--- config.mk ---
export PLATFORM = sky130hd
export DESIGN_NAME = pftb_bucket
export DESIGN_NICKNAME = d
export VERILOG_FILES = /design/src/rtl/per_flow_token_bucket_policer_assert.svh /design/src/rtl/pftb_pkg.sv /design/src/rtl/pftb_bucket.sv
export SDC_FILE = /design/constraint.sdc
export NUM_CORES = 2
export LEC_CHECK = 0
export BUFFER_PORTS_ARGS = -buffer_cell sky130_fd_sc_hd__clkbuf_2
export CAP_MARGIN = 10
export CORE_AREA = 2 2 402 404
export CTS_CLUSTER_DIAMETER = 200
export DETAILED_ROUTE_END_ITERATION = 7
export DIE_AREA = 0 0 404 406
export GPL_TIMING_DRIVEN = 0
export PLACE_DENSITY = 0.66
export SLEW_MARGIN = 20
export SYNTH_ARGS = -nofsm -noshare
export SYNTH_HDL_FRONTEND = slang
export SYNTH_SLANG_ARGS = --single-unit
--- constraint.sdc ---
create_clock -name clk -period 10.56 [get_ports clk]
set_input_delay 1.056 -clock clk [delete_from_list [all_inputs] [get_ports clk]]
set_output_delay 1.056 -clock clk [all_outputs]
set_load 0.02 [all_outputs]
--- src/rtl/per_flow_token_bucket_policer_assert.svh ---
// Assertion macros for the flow policer.
// Included by the RTL files that carry concurrent checks.
`ifndef PER_FLOW_TOKEN_BUCKET_POLICER_ASSERT_SVH
`define PER_FLOW_TOKEN_BUCKET_POLICER_ASSERT_SVH

// Implication checked on every clock edge outside reset.
`define PFTB_ASSERT_IMP(label, clk, rst_n, pre, post) \
    label: assert property (@(posedge clk) disable iff (!rst_n) (pre) |-> (post)) \
        else $error("pftb check failed");

// Next-cycle implication outside reset.
`define PFTB_ASSERT_NEXT(label, clk, rst_n, pre, post) \
    label: assert property (@(posedge clk) disable iff (!rst_n) (pre) |=> (post)) \
        else $error("pftb check failed");

`endif

--- src/rtl/pftb_pkg.sv ---
// Shared types and constants for the per-flow token bucket policer.
// No dependencies.
`default_nettype none
package pftb_pkg;
    localparam int TABLE_ENTRIES_DEF = 64;
    localparam int KEY_BITS_DEF = 32;
    localparam int TIME_BITS_DEF = 48;
    localparam int TOK_BITS = 36;
    localparam logic [19:0] MICRO = 20'd1000000;
    localparam logic [9:0] MIN_REFILL = 10'd1000;

    localparam logic [1:0] CFG_ENABLE = 2'd0;
    localparam logic [1:0] CFG_RATE = 2'd1;
    localparam logic [1:0] CFG_BURST = 2'd2;

    typedef struct packed {
        logic        req_type;
        logic [31:0] flow_key;
        logic [47:0] now_ms;
        logic [31:0] rate;
        logic [15:0] burst;
        logic [15:0] max_age_s;
    } req_t;

    typedef struct packed {
        logic       allowed;
        logic       hit;
        logic       evicted;
        logic [6:0] removed_count;
        logic [6:0] occupancy;
    } rsp_t;
endpackage
`default_nettype wire

--- src/rtl/pftb_bucket.sv ---
// Token refill and spend arithmetic, stepped through multiply, cap, add and spend states.
// Depends on pftb_pkg.
`default_nettype none
module pftb_bucket #(
    parameter int TIME_BITS = 48
) (
    input  wire logic                  clk,
    input  wire logic                  rst_n,
    input  wire logic                  start,
    input  wire logic [TIME_BITS-1:0]  now,
    input  wire logic [TIME_BITS-1:0]  last_refill,
    input  wire logic [35:0]           tokens,
    input  wire logic [31:0]           rate,
    input  wire logic [15:0]           capacity,
    output logic                       done,
    output logic                       allowed,
    output logic [35:0]                tokens_out,
    output logic [TIME_BITS-1:0]       refill_out
);
    import pftb_pkg::*;

    typedef enum logic [2:0] {B_IDLE, B_MUL, B_CAP, B_ADD, B_SPEND} bstate_t;

    bstate_t               state_reg, state_next;
    logic [TIME_BITS-1:0]  el_reg, el_next;
    logic                  fwd_reg, fwd_next;
    logic [63:0]           lo_reg, lo_next;
    logic [63:0]           hi_reg, hi_next;
    logic [35:0]           cap_reg, cap_next;
    logic                  sat_reg, sat_next;
    logic [35:0]           tok_reg, tok_next;
    logic [TIME_BITS-1:0]  rf_reg, rf_next;
    logic                  done_reg, done_next;
    logic                  alw_reg, alw_next;
    logic [63:0]           el_lo;
    logic [63:0]           el_hi;
    logic [64:0]           add_full;
    logic [35:0]           room;

    always_comb
    begin
        el_lo = {32'd0, el_reg[31:0]};
        el_hi = 64'(el_reg >> 32);
        add_full = {1'b0, lo_reg} + {1'b0, hi_reg[31:0], 32'd0};
        room = cap_reg - tok_reg;
    end

    always_comb
    begin
        state_next = state_reg;
        el_next = el_reg;
        fwd_next = fwd_reg;
        lo_next = lo_reg;
        hi_next = hi_reg;
        cap_next = cap_reg;
        sat_next = sat_reg;
        tok_next = tok_reg;
        rf_next = rf_reg;
        done_next = 1'b0;
        alw_next = alw_reg;
        unique case (state_reg)
            B_IDLE:
            begin
                if (start)
                begin
                    fwd_next = now > last_refill;
                    el_next = now - last_refill;
                    tok_next = tokens;
                    rf_next = last_refill;
                    cap_next = 36'(capacity) * 36'(MICRO);
                    state_next = B_MUL;
                end
            end
            B_MUL:
            begin
                lo_next = el_lo[31:0] * rate;
                hi_next = el_hi[31:0] * rate;
                state_next = B_CAP;
            end
            B_CAP:
            begin
                sat_next = (hi_reg[63:32] != 32'd0) || add_full[64];
                lo_next = add_full[63:0];
                state_next = B_ADD;
            end
            B_ADD:
            begin
                if (fwd_reg && (sat_reg || lo_reg >= 64'(MIN_REFILL)))
                begin
                    rf_next = now;
                    if (tok_reg >= cap_reg || sat_reg || lo_reg >= 64'(room))
                        tok_next = cap_reg;
                    else
                        tok_next = tok_reg + lo_reg[35:0];
                end
                state_next = B_SPEND;
            end
            B_SPEND:
            begin
                alw_next = tok_reg >= 36'(MICRO);
                if (tok_reg >= 36'(MICRO))
                    tok_next = tok_reg - 36'(MICRO);
                done_next = 1'b1;
                state_next = B_IDLE;
            end
            default: state_next = B_IDLE;
        endcase
    end

    always_ff @(posedge clk or negedge rst_n)
    begin
        if (!rst_n)
        begin
            state_reg <= B_IDLE;
            done_reg <= 1'b0;
        end
        else
        begin
            state_reg <= state_next;
            done_reg <= done_next;
        end
    end

    always_ff @(posedge clk)
    begin
        el_reg <= el_next;
        fwd_reg <= fwd_next;
        lo_reg <= lo_next;
        hi_reg <= hi_next;
        cap_reg <= cap_next;
        sat_reg <= sat_next;
        tok_reg <= tok_next;
        rf_reg <= rf_next;
        alw_reg <= alw_next;
    end

    assign done = done_reg;
    assign allowed = alw_reg;
    assign tokens_out = tok_reg;
    assign refill_out = rf_reg;
endmodule
`default_nettype wire

Word level (Yosys, flattened, before mapping)
Cells that the tools add are included.
{ "totals": {"elab_cells": 56, "in_bits": 183, "out_inout_bits": 86, "regBits": 297} }
{ "op_classes": {"n_reduce_logical": 13, "n_eq_ne": 7, "mux": 12, "magnitude_cmp": 5, "addsub": 5, "multipliers": 3} }
{ "ops": {"columns": ["operator", "n"], "rows": [
  ["$mux 36", 4],
  ["$pmux 64 s2", 1],
  ["$pmux 36 s3", 1],
  ["$mux 48", 2],
  ["$pmux 48 s2", 1],
  ["$add 64x64->65", 1],
  ["$ge 64x10->1 const B", 1],
  ["$ge 64x36->1", 1],
  ["$mul 32x32->64", 1],
  ["$gt 48x48->1", 1],
  ["$mul 16x32->48", 1],
  ["$sub 48x48->48", 1],
  ["$add 36x36->36", 1],
  ["$ge 36x20->1 const B", 1],
  ["$ge 36x36->1", 1],
  ["$sub 36x20->36 const B", 1],
  ["$sub 36x36->36", 1],
  ["$reduce_bool 32->1", 1],
  ["$mul 16x14->30 const B", 1],
  ["$pmux 3 s4", 1],
  ["$eq 3x2->1 const B", 2],
  ["$ne 2x2->1 const B", 3],
  ["$logic_or 1x1->1", 4],
  ["$reduce_and 4->1", 1],
  ["other kinds (10)", 11]
]} }

Longest topological paths before layout
{ "logic_depth": {"ltp_word": 6, "ltp_mapped": 31, "mapped_depth_nobuf": 29} }

Least setup slack after synthesis
OpenSTA, ideal clock, no wires.
{ "synth_timing": {"path_type": "input -> register", "from": "input start", "to": "register cap_reg[10], enable pin", "path_buffers": 0, "setup_slack_ns": 0.785, "setup_ns": 0.738, "arrival_time_ns": 9.037, "path_stages": 1, "required_time_ns": 9.822, "path_cell_list": "nor4b_1"} }
{ "synth_between": {"elab_chain_len": 1} }
{ "synth_lines": {"columns": ["element", "line", "source"], "rows": [
  ["start: declaration", "pftb_bucket.sv:9", "input wire logic start,"],
  ["$reduce_and 2->1 (no line)", null, null],
  ["end signal: assignment", "pftb_bucket.sv:130", "cap_reg <= cap_next;"],
  ["end: declaration", "pftb_bucket.sv:29", "logic [35:0] cap_reg, cap_next;"]
]} }
Every way passes these cells.
A chain may end at the register's enable or synchronous reset.

Final worst setup path
{ "layout_timing": {"from": "input rate[7]", "to": "register lo_reg[50], data pin"} }
{ "layout_between": {"elab_chain_len": 2} }
{ "layout_lines": {"columns": ["element", "line", "source"], "rows": [
  ["start: declaration", "pftb_bucket.sv:13", "input wire logic [31:0] rate,"],
  ["$mul 32x32->64", "pftb_bucket.sv:76", "lo_next = el_lo[31:0] * rate;"],
  ["$pmux 64 s2", "pftb_bucket.sv:61", "unique case (state_reg)"],
  ["via lo_next[50]", "pftb_bucket.sv:27", "logic [63:0] lo_reg, lo_next;"],
  ["end signal: assignment", "pftb_bucket.sv:128", "lo_reg <= lo_next;"],
  ["end: declaration", "pftb_bucket.sv:27", null]
]} }
The timed path passes the listed nets, and every way through them passes these cells.

==> results_dict.tcl <==
set metrics [dict create \
    rsz0062_at_grt "no" \
    cts_hold_buf 0 \
    cp_common_cell "fa_1" \
    syn_inst 7746 \
    clock-sinks 281 \
    fin_crit_sh 0.974 \
    cts_buffers 39 \
    htree_num_levels 2 \
    grt_use_met2 0.492 \
    antenna_found_initial 24 \
    ys_seq_area_frac 0.118 \
    viasPerCell 5.60 \
    track_usage 0.304 \
    synth_top_area_share 0.384 \
    ff2ff_setup_slack_ns 0.73 \
    post-cts-setup-buffers 0 \
    max-slew-margin-rel 0.140 \
    critical_path_buf_inv_count 7 \
    clkLatencyLatePin_ns 0.65 \
    grt_first_pass_wirelength_um 369000 \
    synth_nets 9973 \
    grt_use_met3 0.0483 \
    start_kind "input port" \
    synth_area_um2 71500 \
    yosys_warnings 0 \
    dpl.hpwl_um 214000 \
    grt_remaining_overflow 0 \
    worst_pin_slew_ns 1.29 \
    grt-busiest-layer "met2" \
    grt_max_degree 33 \
    synth_edf_count 277 \
    drv_slew 0 \
    synthToLayoutAreaGrowth_pct 7.51 \
    hp-class "input port to async pin" \
    clockBufferDepth 3 \
    die_area_um2 164000 \
    die_height_um 406 \
    finalNetCount 10276 \
    dp.cells 10094 \
    die_w_um 404 \
    ys_types 92 \
    num_rows 147 \
    start_util 0.448 \
    synth_area_leaders "fa_1 38%, ha_1 12%, edfxtp_1 12%" \
    cts_tree "yes" \
    wl_um 246000 \
    first_pass_iters 6 \
    largest_register_ffs 64 \
    avgSynthCellArea_um2 9.23 \
    drt-initial-drc-count 4888 \
    setup_violations 0 \
    final_hold_viol_count 0 \
    crit_type "input port to register" \
    instances_no_fill 10176 \
    hold_ws_ns 0.255 \
    wl_per_cell_um 24.2 \
    min_period_ns 10.29 \
    drv_cap 0 \
    ys_async_sr_fraction 0.0142 \
    crit_arrival_ns 10.66 \
    critical_path_required_ns 10.93 \
    root_buffer "clkbuf_16" \
    ant_nets 0 \
    ys_seq_elements 281 \
    synth_ff_type "edfxtp_1" \
    core_um2 160000 \
    finalSetupTns_ns 0 \
    cp-end-kind "register" \
    cts.reportedPaths.clkPinSlew_ns 0.06 \
    place.gp.congestion 1.00 \
    status "finished, final reports clean" \
    layout-drive-gt1-share 0.0478 \
    synth.largest_area_cell "fa_1" \
    grt_util_met1 0.391 \
    port_buffers 236 \
    fmax_ghz 0.0972 \
    drc 0 \
    grt_pass1_vias 59001 \
    num_vias 57033 \
    critPathSlowestCell "clkbuf_1" \
    skew_ns 0.0573 \
    cp_slowest_stage_delay_ns 0.86 \
    ctsResizeCount 0 \
    path_delay_family "adder cells" \
    ios 269 \
    path_max_fanout 10 \
]
cells by family after synthesis:
logic type                 synth area share
and+or+nand+nor                       0.157
adders and majority gates             0.502
buffers and inverters                0.0991
AOI/OAI and AO/OA                    0.0866
xor gates and xnor gates             0.0349
DFF                                   0.118
muxes                               0.00324
worst paths after layout:
path | start | end | cells after the start
setup reg to reg | el_reg[14] | lo_reg[50] | 28
setup / recovery | rate[7] | lo_reg[50] | 27
hold / removal | rst_n | done | 1
hold reg to reg | cap_reg[13] | tokens_out[13] | 2
min in group clk | cap_reg[13] | tokens_out[13] | 2
max in group asynchronous | rst_n | state_reg[0] | 1
metrics by stage:
step / setup slack, ns / util / cell area [µm²]
final: 0.274 / 0.482 / 76900
after floorplan: 0.785 / - / 71500
after CTS: 0.512 / 0.481 / 76800
after global routing: 0.0191 / 0.481 / 76800
after detailed placement: -0.156 / 0.473 / 75600
after global placement: -3.47 / 0.472 / 75300
layout make-up:
| cell class | instances | area (µm²) |
|---|---|---|
| Clock buffer | 43 | 991 |
| Antenna cell | 14 | 35.0 |
| Multi-Input combinational cell | 5583 | 56100 |
| Fill cell | 15301 | 82800 |
| Buffer | 371 | 1420 |
| Inverter | 1511 | 5670 |
| Timing Repair Buffer | 262 | 1420 |
| Clock inverter | 25 | 251 |
| Tap cell | 2086 | 2610 |
| Sequential cell | 281 | 8420 |
layer usage:
| layer | vias to the layer above | wire (µm) |
|---|---|---|
| met5 | - | 0 |
| met4 | 0 | 16800 |
| met3 | 643 | 19600 |
| met2 | 2631 | 114000 |
| met1 | 28985 | 96000 |
| li1 | 24774 | - |
layout by cell type (no fill, tap or decap), drive strengths merged, types with 52 or more instances in the layout:
cell | synthesis | layout
fa | 1372 | 1372
edfxtp | 277 | 277
and2 | 744 | 744
ha | 672 | 672
inv | 1510 | 1514
nor2 | 176 | 176
nand3 | 54 | 54
nor3 | 52 | 52
clkbuf | 351 | 630
a21o | 163 | 163
o21ai | 225 | 225
xnor2 | 186 | 186
xor2 | 99 | 99
a21oi | 266 | 266
nand2 | 1028 | 1028
synthesized netlist by cell type (6+ instances only):
cell type and count:
clkbuf_1 351, a211o_1 7, a31oi_1 33, o21ai_0 157, nor2_1 175, o21ai_1 64, xor2_1 99, nand2b_1 29
and4_1 16, o31ai_1 11, and3_1 24, buf_2 8, a21oi_1 263, nand2_1 1028, a221oi_1 18, edfxtp_1 277
a21o_1 163, a22oi_1 21, and2_1 743, nand3_1 54, nor4_1 35, nor2b_1 25, mux2i_1 22, buf_1 9
fa_1 1372, o221ai_1 9, nor3_1 50, inv_1 1510, or2_2 8, a41oi_1 8, a211oi_1 26, o21bai_1 48
o211ai_1 13, ha_1 672, or3_1 15, nand4_1 49, xnor2_1 186, a221o_1 6, nor3b_1 8, o21a_1 30
Power is left out: the tool's default activity adds up to more than one toggle a clock period on the data nets, which glitch-free logic cannot reach.
